File: src/hdl/q4mv_pkg.sv
// ----------------------------------------------------------------------------
// q4mv_pkg
// Shared constants and types for the 4-bit block-quantized row dot engine.
// ----------------------------------------------------------------------------
package q4mv_pkg;

  localparam int DEFAULT_MAX_COLUMNS = 4096;
  localparam int BLOCK_WEIGHTS       = 32;
  localparam int BLOCK_BITS          = $clog2(BLOCK_WEIGHTS);

  localparam logic [12:0] COLUMNS_RESET = 13'd32;
  localparam logic [15:0] ROWS_RESET    = 16'd1;

  // Register select is the word address bit of paddr.
  localparam logic REG_COLUMNS = 1'b0;
  localparam logic REG_ROWS    = 1'b1;

  localparam logic signed [4:0] NIBBLE_CENTRE = 5'sd8;

  localparam int QUEUE_DEPTH = 4;
  localparam int QUEUE_AW    = $clog2(QUEUE_DEPTH);

  // One classified word as it travels from the front end to the back end.
  typedef struct packed {
    logic [15:0]        scale_half;
    logic [7:0]         packed_byte;
    logic signed [15:0] act_even;
    logic signed [15:0] act_odd;
    logic               take_odd;
    logic               fold;
    logic               row_end;
    logic               last;
  } item_t;

endpackage

File: src/hdl/q4mv_front.sv
// ----------------------------------------------------------------------------
// q4mv_front
// Accepts input words and classifies them: how many columns each word
// covers, whether it closes a block or a row, and whether the row is last.
// ----------------------------------------------------------------------------
module q4mv_front #(
  parameter int MAX_COLUMNS = q4mv_pkg::DEFAULT_MAX_COLUMNS
) (
  input  logic               clk,
  input  logic               rst,
  input  logic [12:0]        columns_in_use,
  input  logic [15:0]        rows_in_use,
  input  logic               in_valid,
  output logic               in_stall,
  input  logic [15:0]        scale_half,
  input  logic [7:0]         packed_byte,
  input  logic signed [15:0] act_even,
  input  logic signed [15:0] act_odd,
  output logic               push,
  output q4mv_pkg::item_t    item,
  input  logic               full
);
  import q4mv_pkg::*;

  localparam int CW = $clog2(MAX_COLUMNS + 2);
  localparam int XW = (CW > 13) ? CW : 13;
  localparam logic [XW-1:0] MAX_X = XW'(MAX_COLUMNS);

  logic [CW-1:0] column_position;
  logic [CW-1:0] column_position_next;
  logic [15:0]   row_position;
  logic [15:0]   row_position_next;

  logic [XW-1:0] cols_x;
  logic [XW-1:0] cols_lim;
  logic [CW-1:0] cols;
  logic [CW-1:0] pos_plus2;
  logic [CW-1:0] next_pos;
  logic          take_odd;
  logic          row_end;
  logic          block_end;
  logic          last;
  logic          accept;

  assign in_stall = full;
  assign accept   = in_valid && !full;

  always_comb begin
    cols_x = XW'(columns_in_use);
    if (cols_x == '0) begin
      cols_lim = XW'(1);
    end else if (cols_x > MAX_X) begin
      cols_lim = MAX_X;
    end else begin
      cols_lim = cols_x;
    end
    cols = cols_lim[CW-1:0];

    pos_plus2 = column_position + CW'(2);
    take_odd  = (pos_plus2 <= cols);
    next_pos  = take_odd ? pos_plus2 : (column_position + CW'(1));
    row_end   = (next_pos >= cols);
    block_end = row_end || (next_pos[BLOCK_BITS-1:0] == '0);
    last      = (({1'b0, row_position} + 17'd1) >= {1'b0, rows_in_use});

    column_position_next = column_position;
    row_position_next    = row_position;
    if (accept) begin
      if (row_end) begin
        column_position_next = '0;
        row_position_next    = last ? 16'd0 : (row_position + 16'd1);
      end else begin
        column_position_next = next_pos;
      end
    end
  end

  always_ff @(posedge clk) begin
    if (rst) begin
      column_position <= '0;
      row_position    <= '0;
    end else begin
      column_position <= column_position_next;
      row_position    <= row_position_next;
    end
  end

  always_comb begin
    push             = accept;
    item.scale_half  = scale_half;
    item.packed_byte = packed_byte;
    item.act_even    = act_even;
    item.act_odd     = act_odd;
    item.take_odd    = take_odd;
    item.fold        = block_end;
    item.row_end     = row_end;
    item.last        = last;
  end

endmodule

File: src/hdl/q4mv_fifo.sv
// ----------------------------------------------------------------------------
// q4mv_fifo
// Short queue of classified words between the front end and the back end.
// ----------------------------------------------------------------------------
module q4mv_fifo (
  input  logic            clk,
  input  logic            rst,
  input  logic            push,
  input  q4mv_pkg::item_t wr_item,
  input  logic            pop,
  output q4mv_pkg::item_t head,
  output logic            empty,
  output logic            full
);
  import q4mv_pkg::*;

  item_t               slots [QUEUE_DEPTH];
  logic [QUEUE_AW-1:0] wr_ptr;
  logic [QUEUE_AW-1:0] rd_ptr;
  logic [QUEUE_AW:0]   count;
  logic                do_push;
  logic                do_pop;

  assign empty   = (count == '0);
  assign full    = (count == (QUEUE_AW + 1)'(QUEUE_DEPTH));
  assign do_push = push && !full;
  assign do_pop  = pop && !empty;
  assign head    = slots[rd_ptr];

  always_ff @(posedge clk) begin
    if (do_push) begin
      slots[wr_ptr] <= wr_item;
    end
  end

  always_ff @(posedge clk) begin
    if (rst) begin
      wr_ptr <= '0;
      rd_ptr <= '0;
      count  <= '0;
    end else begin
      if (do_push) begin
        wr_ptr <= wr_ptr + 1'b1;
      end
      if (do_pop) begin
        rd_ptr <= rd_ptr + 1'b1;
      end
      priority if (do_push && !do_pop) begin
        count <= count + 1'b1;
      end else if (do_pop && !do_push) begin
        count <= count - 1'b1;
      end
    end
  end

endmodule

File: src/hdl/q4mv_back.sv
// ----------------------------------------------------------------------------
// q4mv_back
// Multiply-accumulates nibbles into the block sum, scales finished blocks
// by their half-precision scale, and accumulates them into the saturating
// row accumulator. Pipeline: block sum, scale multiply, shift and sign,
// accumulate, output register.
// ----------------------------------------------------------------------------
module q4mv_back (
  input  logic               clk,
  input  logic               rst,
  input  q4mv_pkg::item_t    head,
  input  logic               empty,
  output logic               pop,
  output logic               out_valid,
  input  logic               out_stall,
  output logic signed [63:0] row_sum,
  output logic               saturated,
  output logic               last_row
);
  import q4mv_pkg::*;

  localparam logic signed [63:0] ACC_MAX = {1'b0, {63{1'b1}}};
  localparam logic signed [63:0] ACC_MIN = {1'b1, {63{1'b0}}};

  logic en;

  // Block sum stage.
  logic signed [25:0] block_integer_sum;
  logic signed [4:0]  nib_lo;
  logic signed [4:0]  nib_hi;
  logic signed [20:0] prod_lo;
  logic signed [20:0] prod_hi;
  logic signed [25:0] block_sum_new;

  logic               a_valid;
  logic signed [25:0] a_sum;
  logic [15:0]        a_scale;
  logic               a_row_end;
  logic               a_last;

  // Scale multiply stage.
  logic        a_neg;
  logic [24:0] a_mag;
  logic [4:0]  a_ex;
  logic [10:0] a_mant;
  logic [4:0]  a_shift;

  logic        b_valid;
  logic [35:0] b_prod;
  logic [4:0]  b_shift;
  logic        b_positive;
  logic        b_inf;
  logic        b_row_end;
  logic        b_last;

  // Shift and sign stage.
  logic [62:0] b_val;

  logic               c_valid;
  logic signed [63:0] c_contrib;
  logic               c_positive;
  logic               c_inf;
  logic               c_row_end;
  logic               c_last;

  // Accumulate stage.
  logic signed [63:0] row_accumulator;
  logic               saturation_seen;
  logic signed [64:0] acc_sum;
  logic signed [63:0] acc_new;
  logic               sat_new;

  assign en  = !out_valid || !out_stall;
  assign pop = en && !empty;

  always_comb begin
    nib_lo  = $signed({1'b0, head.packed_byte[3:0]}) - NIBBLE_CENTRE;
    nib_hi  = $signed({1'b0, head.packed_byte[7:4]}) - NIBBLE_CENTRE;
    prod_lo = nib_lo * head.act_even;
    prod_hi = head.take_odd ? (nib_hi * head.act_odd) : 21'sd0;
    block_sum_new = block_integer_sum + 26'(prod_lo) + 26'(prod_hi);
  end

  always_ff @(posedge clk) begin
    if (rst) begin
      block_integer_sum <= '0;
      a_valid           <= 1'b0;
    end else if (en) begin
      a_valid <= pop && head.fold;
      if (pop) begin
        block_integer_sum <= head.fold ? 26'sd0 : block_sum_new;
      end
    end
  end

  always_ff @(posedge clk) begin
    if (en) begin
      a_sum     <= block_sum_new;
      a_scale   <= head.scale_half;
      a_row_end <= head.row_end;
      a_last    <= head.last;
    end
  end

  // A block sum never exceeds 2^23 in magnitude, so 25 bits hold it.
  always_comb begin
    a_neg   = a_sum[25];
    a_mag   = a_neg ? 25'(-a_sum) : 25'(a_sum);
    a_ex    = a_scale[14:10];
    a_mant  = (a_ex == 5'd0) ? {1'b0, a_scale[9:0]} : {1'b1, a_scale[9:0]};
    a_shift = (a_ex == 5'd0) ? 5'd0 : (a_ex - 5'd1);
  end

  always_ff @(posedge clk) begin
    if (rst) begin
      b_valid <= 1'b0;
    end else if (en) begin
      b_valid <= a_valid;
    end
  end

  // A zero block sum counts as positive.
  always_ff @(posedge clk) begin
    if (en) begin
      b_prod     <= 36'(a_mag) * 36'(a_mant);
      b_shift    <= a_shift;
      b_positive <= (a_scale[15] == a_neg);
      b_inf      <= (a_ex == 5'h1F);
      b_row_end  <= a_row_end;
      b_last     <= a_last;
    end
  end

  // The largest finite product times the largest shift stays below 2^63,
  // so a single block contribution never overflows on its own.
  assign b_val = {27'd0, b_prod} << b_shift;

  always_ff @(posedge clk) begin
    if (rst) begin
      c_valid <= 1'b0;
    end else if (en) begin
      c_valid <= b_valid;
    end
  end

  always_ff @(posedge clk) begin
    if (en) begin
      c_contrib  <= b_positive ? $signed({1'b0, b_val}) : -$signed({1'b0, b_val});
      c_positive <= b_positive;
      c_inf      <= b_inf;
      c_row_end  <= b_row_end;
      c_last     <= b_last;
    end
  end

  always_comb begin
    acc_sum = {row_accumulator[63], row_accumulator} + {c_contrib[63], c_contrib};
    acc_new = acc_sum[63:0];
    sat_new = saturation_seen;
    priority if (c_inf) begin
      acc_new = c_positive ? ACC_MAX : ACC_MIN;
      sat_new = 1'b1;
    end else if (acc_sum[64] != acc_sum[63]) begin
      acc_new = acc_sum[64] ? ACC_MIN : ACC_MAX;
      sat_new = 1'b1;
    end
  end

  always_ff @(posedge clk) begin
    if (rst) begin
      row_accumulator <= '0;
      saturation_seen <= 1'b0;
      out_valid       <= 1'b0;
    end else if (en) begin
      out_valid <= c_valid && c_row_end;
      if (c_valid) begin
        if (c_row_end) begin
          row_accumulator <= '0;
          saturation_seen <= 1'b0;
        end else begin
          row_accumulator <= acc_new;
          saturation_seen <= sat_new;
        end
      end
    end
  end

  always_ff @(posedge clk) begin
    if (en && c_valid && c_row_end) begin
      row_sum   <= acc_new;
      saturated <= sat_new;
      last_row  <= c_last;
    end
  end

endmodule

File: src/hdl/q4_block_matvec_row_dot.sv
// ----------------------------------------------------------------------------
// q4_block_matvec_row_dot
// Row dot product of a 4-bit block-quantized weight matrix against Q4.12
// activations, with half-precision block scales and a Q28.36 result.
// ----------------------------------------------------------------------------
// Each input word carries one weight byte (two columns), the two matching
// activations and the scale of the current 32-weight block; the scale is
// taken from the word that closes a block or a row. The block takes one word
// per clock cycle as long as the result side does not stall. The word that
// ends a row goes into the queue and then through the block sum, scale
// multiply, and shift and sign registers, with the accumulation landing
// directly in the output register that holds the row result. A front end
// classifies words into a four-word queue, so input and result sides stall
// independently. The register at byte 0 holds the column count and the one
// at byte 4 the row count; write them only while the block is idle.
// ----------------------------------------------------------------------------
module q4_block_matvec_row_dot #(
  parameter int MAX_COLUMNS = q4mv_pkg::DEFAULT_MAX_COLUMNS
) (
  input  logic               clk,
  input  logic               rst,
  input  logic               psel,
  input  logic               penable,
  input  logic               pwrite,
  input  logic [2:0]         paddr,
  input  logic [31:0]        pwdata,
  output logic [31:0]        prdata,
  output logic               pready,
  input  logic               in_valid,
  output logic               in_stall,
  input  logic [15:0]        scale_half,
  input  logic [7:0]         packed_byte,
  input  logic signed [15:0] act_even,
  input  logic signed [15:0] act_odd,
  output logic               out_valid,
  input  logic               out_stall,
  output logic signed [63:0] row_sum,
  output logic               saturated,
  output logic               last_row
);
  import q4mv_pkg::*;

  logic [12:0] columns_in_use;
  logic [15:0] rows_in_use;
  logic        reg_write;

  item_t front_item;
  item_t head;
  logic  push;
  logic  pop;
  logic  empty;
  logic  full;

  assign pready    = 1'b1;
  assign reg_write = psel && penable && pwrite && pready;

  always_ff @(posedge clk) begin
    if (rst) begin
      columns_in_use <= COLUMNS_RESET;
      rows_in_use    <= ROWS_RESET;
    end else if (reg_write) begin
      unique case (paddr[2])
        REG_COLUMNS: columns_in_use <= pwdata[12:0];
        REG_ROWS:    rows_in_use    <= pwdata[15:0];
        default:     ;
      endcase
    end
  end

  always_comb begin
    unique case (paddr[2])
      REG_COLUMNS: prdata = {19'd0, columns_in_use};
      REG_ROWS:    prdata = {16'd0, rows_in_use};
      default:     prdata = '0;
    endcase
  end

  q4mv_front #(
    .MAX_COLUMNS(MAX_COLUMNS)
  ) u_front (
    .clk           (clk),
    .rst           (rst),
    .columns_in_use(columns_in_use),
    .rows_in_use   (rows_in_use),
    .in_valid      (in_valid),
    .in_stall      (in_stall),
    .scale_half    (scale_half),
    .packed_byte   (packed_byte),
    .act_even      (act_even),
    .act_odd       (act_odd),
    .push          (push),
    .item          (front_item),
    .full          (full)
  );

  q4mv_fifo u_fifo (
    .clk    (clk),
    .rst    (rst),
    .push   (push),
    .wr_item(front_item),
    .pop    (pop),
    .head   (head),
    .empty  (empty),
    .full   (full)
  );

  q4mv_back u_back (
    .clk      (clk),
    .rst      (rst),
    .head     (head),
    .empty    (empty),
    .pop      (pop),
    .out_valid(out_valid),
    .out_stall(out_stall),
    .row_sum  (row_sum),
    .saturated(saturated),
    .last_row (last_row)
  );

endmodule

File: config.mk
export PLATFORM = sky130hd
export DESIGN_NAME = q4_block_matvec_row_dot
export DESIGN_NICKNAME = d
export VERILOG_FILES = /design/src/hdl/q4mv_pkg.sv /design/src/hdl/q4mv_front.sv /design/src/hdl/q4mv_fifo.sv /design/src/hdl/q4mv_back.sv /design/src/hdl/q4_block_matvec_row_dot.sv
export SDC_FILE = /design/constraint.sdc
export NUM_CORES = 2
export LEC_CHECK = 0
export ABC_AREA = 0
export BUFFER_PORTS_ARGS = -buffer_cell sky130_fd_sc_hd__buf_4
export CORE_ASPECT_RATIO = 2
export CORE_UTILIZATION = 40
export DETAILED_ROUTE_END_ITERATION = 6
export PLACE_DENSITY = 0.55
export SLEW_MARGIN = 0
export SYNTH_ARGS = -nofsm -noshare
export SYNTH_HDL_FRONTEND = slang
export SYNTH_SLANG_ARGS = --single-unit
File: constraint.sdc
create_clock -name clk -period 9.4 [get_ports clk]
set_clock_uncertainty 0.05 [all_clocks]
set_input_delay 0.47 -clock clk [delete_from_list [all_inputs] [get_ports clk]]
set_output_delay 0.47 -clock clk [all_outputs]
set_load 0.1 [all_outputs]
Yosys cells after proc, flatten, opt, wreduce, memory -nomap -nowiden
Memories as Yosys holds them, arrays and structs flattened. A register that Yosys moved wholly into a read port is not among the register bits. Cells that the tools add are included.

Add/subtract/negate cells: 16. Multiply operators: 3. Div/mod/pow operators: 0. $lt $le $gt $ge: 4. Equality and inequality tests: 4. Shifts and indexed selects: 1. Mux-type cells: 25. Bitwise logic cells: 1. Reduce and logical (&&, ||, !) cells: 30.

Operator list (number): 64-bit 2-to-1 mux (5); 64-bit by 64-bit adder with 65-bit output (1); 63-bit negator with 64-bit output (1); 32-bit case mux with 2 select lines (1); 63-bit 2-to-1 mux (1); 36-bit by 5-bit left shift with 63-bit output (1); 26-bit by 21-bit adder with 26-bit output (2); 13-bit 2-to-1 mux (4); 5-bit by 16-bit multiplier with 21-bit output (2); 25-bit by 11-bit multiplier with 36-bit output (1); 26-bit 2-to-1 mux (1); 25-bit 2-to-1 mux (1); 25-bit negator (1); 21-bit 2-to-1 mux (1); 16-bit by 1-bit adder with 17-bit output, second input constant (1); 17-bit by 16-bit greater-or-equal comparator with 1-bit output (1); 16-bit by 1-bit adder with 16-bit output, second input constant (1); 16-bit 2-to-1 mux (1); 13-bit by 1-bit adder with 13-bit output, second input constant (1); 13-bit by 2-bit adder with 13-bit output, second input constant (1); 13-bit greater-or-equal comparator (1); 13-bit greater-than comparator, second input constant (1); 13-bit <= comparator (1); 13-bit zero test (1); 21 further kinds (51).

Bits in registers: 383. Bits in latches: 0. Memory bits (writable): 240. Memory bits (read-only): 0. Input port bits: 98. Output and inout port bits: 101. Word-level logic and storage cells: 118. Memories: 1.

Memory list: u_fifo.slots (words 4, width 60, rd ports 1, clocked after memory_dff 1, write ports 1, line q4mv_fifo.sv:17) `item_t slots [QUEUE_DEPTH];`.

Logic depth before layout (Yosys ltp)
Word-level depth: 8. Depth in mapped cells: 40. Gate-level depth less buffers: 37.

Cells and area by module
From an unflattened synthesis, not the netlist that was laid out.

Cell total of the unflattened synthesis: 4783. Area, all modules: 49426.2 µm².

By module, submodules not included: q4mv_back (times used 1, cells an instance 3781, area each 35026.1 µm², seq. area each 8598.2 µm²); q4mv_fifo (times used 1, cells an instance 362, area each 9193.8 µm², seq. area each 7387.1 µm²); q4mv_front (times used 1, cells an instance 485, area each 3639.7 µm², seq. area each 580.6 µm²); q4_block_matvec_row_dot (times used 1, cells an instance 155, area each 1566.5 µm², seq. area each 580.6 µm²).

Worst setup path after synthesis
Ideal clock, no wire load.

Path kind: register -> register. Start: reg with a tool-made name. End: reg u_back.block_integer_sum[20]. Library setup time: 0.070 ns. Data arrival time: 9.980 ns. Data required time: 9.280 ns. Path slack: -0.700 ns. Stages on the path, launching flop included: 36. Buffers on the path: 3. Period minus slack after synthesis: 10.100 ns. Cells stage by stage: dfxtp_1 clkbuf_1 buf_1 buf_1 mux4_2 or2_2 fa_1 fa_1 fa_1 inv_1 ha_1 a21o_1 a21oi_1 o21ai_0 a21oi_1 o21ai_0 a21oi_1 nor2b_1 o41ai_1 xnor2_1 nand2_1 fa_1 fa_1 inv_1 fa_1 inv_1 fa_1 inv_1 ha_1 and3_1 a311oi_1 a21oi_1 o41ai_1 xnor2_1 nand3b_1 a21oi_1.

RTL lines: end signal, assigned (line q4mv_back.sv:91) `block_integer_sum <= head.fold ? 26'sd0 : block_sum_new;`; end, declared (line q4mv_back.sv:28) `logic signed [25:0] block_integer_sum;`.

==> results_dict.tcl <==
set metrics [dict create \
    cts_root_buffer "clkbuf_16" \
    relSlewSlack_pct 17.4 \
    r2r_slack_ns 0.32 \
    design_area_um2 55400 \
    fmax_mhz 110 \
    multi_input_area_um2 29300 \
    worst_setup_path_end_kind "flip-flop" \
    synth_area_leaders "edfxtp_1 (28%), fa_1 (15%), ha_1 (7.2%), dfxtp_1 (6.6%), nand2_1 (4.6%)" \
    synth_edf_count 463 \
    design.core.area_um2 122000 \
    grt_first_pass_wirelength_mm 209 \
    arrival_ns 9.44 \
    status "finished clean" \
    drc 0 \
    clock_sinks 625 \
    dieArea_um2 125000 \
    detailedPlace.worstSlack_ns -0.258 \
    synth.area.mux_share_pct 6.64 \
    start_util_pct 40.4 \
    vias 36000 \
    fin_cells 6703 \
    cts_tree "done" \
    hold_depth 2 \
    cp_max_fo 8 \
    fin_crit_sh_pct 96.6 \
    synth-simple-area-share_pct 14.3 \
    post-route-util_pct 45.5 \
    synth_fa_ha_area_share_pct 21.8 \
    numPortBuffers 163 \
    grt_overflow 0 \
    synth_cell_types 97 \
    grt_max_degree 88 \
    die_y_um 498 \
    antenna_found_initial 5 \
    ys_warn_count 0 \
    std_cell_rows 181 \
    totalWireLength_mm 133 \
    synth_top_area_cell "edfxtp_1" \
    viasPerCell 5.38 \
    dpl_cell_area_um2 52300 \
    fin_nets 5837 \
    hold_viol 0 \
    synth_top_area_share_pct 28.2 \
    final_antenna_net_count 0 \
    async_reset_ff_share_pct 0 \
    clk_latency_ns 0.71 \
    required_ns 9.76 \
    setup_ws_ns 0.318 \
    maxSlewViolCount 0 \
    synth_compound_area_share_pct 11.6 \
    drt-pass1-iter-count 5 \
    hold_class "primary input to flip-flop" \
    cts.htree.levels 2 \
    dp_hpwl_mm 106 \
    synth_area_um2 49300 \
    pin_count 199 \
    worstMarginPinSlew_ns 1.24 \
    ys_seq_area_share_pct 34.8 \
    die_x_um 250 \
    track_usage_pct 21.5 \
    maxCapViolCount 0 \
    drive_gt1_share_pct 12.3 \
    cp_common_cell "fa_1" \
    crit_path_top_delay_cell "mux4_2" \
    r2r_cells 36 \
    grt_pass1_vias 38700 \
    worst-setup-path-type "flip-flop to flip-flop" \
    placed_cells 6502 \
    synthXorXnorAreaFrac_pct 4.32 \
    gp_congestion 0.954 \
    fillers 11700 \
    wl_per_cell_um 19.9 \
    drtIter0Drc 1286 \
    synth_seq_cells 625 \
    synthFlopType "edfxtp_1" \
    cpPeakStageDelay_ns 0.56 \
    cts_inserted_buffers 58 \
    clk_pin_slew_ns 0.07 \
    regArea_um2 17200 \
    area.growth.synth_to_final_pct 12.5 \
    setup-violations-final 0 \
    post-route-min-period_ns 9.08 \
    synth_top_family_by_area "adder cells" \
    synthCells 4905 \
    cts_max_path_buffers 3 \
    avgSynthCellArea_um2 10.0 \
    start_kind "flip-flop" \
]
-- routing by layer --
layer	share of wire, %	global-route usage, %
met4	6.3	12.6
met2	59	45.2
met5	0	0
met3	2.3	1.84
met1	32	19.1
-- synthesized netlist by cell type, types with 26 or more instances --
library cell,n
nand3_1,74
o21a_1,38
inv_1,508
mux2_2,32
o21bai_1,28
mux2i_1,51
nor3_1,43
dfxtp_1,162
nor2_1,356
nand2b_1,29
nand2_1,599
nand4_1,40
and2_1,183
and3_1,26
edfxtp_1,463
clkbuf_1,178
o31ai_1,26
xor2_1,81
a22oi_1,28
o21ai_0,203
a21oi_1,299
xnor2_1,162
a21o_1,55
mux4_2,95
or2_2,31
ha_1,283
fa_1,359
nor2b_1,47
a31oi_1,45
-- through the flow --
step                      setup TNS [ns]  hold WS (ns)
after global routing              -0.263         0.286
after global placement            -0.708         0.355
after floorplan                        0         0.350
after detailed placement           -2.31         0.359
final                                  0         0.281
after CTS                              0         0.235
-- what timing repair did --
item                                    in CTS  in global routing
hold endpoints to repair                   255                  0
resized for setup                           16                 47
setup buffers                                1                 16
hold buffers                                73                  0
pin swaps                                    3                 40
endpoints found under the setup margin      16                 19
-- area by class of cell --
| cell class | count | share of cell area [%] |
|---|---|---|
| Timing Repair Buffer | 380 | 5.63 |
| Clock buffer | 69 | 2.82 |
| Clock inverter | 40 | 0.779 |
| Multi-Input combinational cell | 3519 | 52.8 |
| Sequential cell | 625 | 30.9 |
| Tap cell | 1555 | 3.51 |
| Inverter | 513 | 3.47 |
| Antenna cell | 2 | 0.00903 |
-- sequential cells by signal (all words and copies together), names as in the netlist, 2 cells and up, named ones only --
name and count:
u_fifo.slots 240, u_fifo.wr_ptr 2, u_back.c_contrib 64, u_back.a_sum 26
u_fifo.count 3, columns_in_use 13, u_front.row_position 16, u_back.b_prod 36
u_fifo.rd_ptr 2, u_back.a_scale 16, u_back.row_accumulator 64, rows_in_use 16
u_back.row_sum 64, u_back.b_shift 5, u_back.block_integer_sum 26, u_front.column_position 13
-- cells in the final DEF (no fill, tap or decap), types with 17 or more instances in the layout --
cell type / count
a211oi_1: 24
a21o_1: 55
a21oi_1: 288
a22o_1: 20
a22oi_1: 27
a31oi_1: 43
and2_1: 177
and3_1: 25
buf_4: 298
clkbuf_16: 60
conb_1: 17
dfxtp_1: 160
dlygate4sd3_1: 73
edfxtp_1: 463
fa_1: 357
ha_1: 279
inv_1: 506
mux2_2: 32
mux2i_1: 51
mux4_2: 95
nand2_1: 597
nand2b_1: 29
nand3_1: 74
nand4_1: 40
nor2_1: 353
nor2b_1: 44
nor3_1: 42
o211ai_1: 18
o21a_1: 38
o21ai_0: 196
o21bai_1: 28
o31ai_1: 26
or2_2: 30
xnor2_1: 162
xor2_1: 81
-- final timing paths --
kind	startpoint	to
min reg2reg	u_back.a_last	u_back.b_last
max reg2reg	flip-flop	u_back.a_sum[18]
max	flip-flop	u_back.a_sum[18]
min	rst	u_back.c_valid
-- cell families (layout without fill, tap and decap cells) --
logic type	Yosys count	in the layout
adders and majority gates	642	642
and+or+nand+nor	1516	1516
AOI/OAI and AO/OA	913	913
xor gates and xnor gates	243	243
muxes	188	188
buffers and inverters	776	1002
DFF	625	625
other	2	19
-- worst max-delay path, delay by kind of cell, from the launching register on --
family	cells	cell delay [ns]
adder cells (fa/ha/maj)	9	4.12
AND/OR/NAND/NOR	6	0.77
XOR/XNOR	1	0.16
multiplexers	1	0.56
AO/OA/AOI/OAI	10	1.85
flip-flops	1	0.43
buffers and inverters	9	0.83
Power is left out: the tool's default activity adds up to more than one toggle a clock period on the data nets, which glitch-free logic cannot reach.
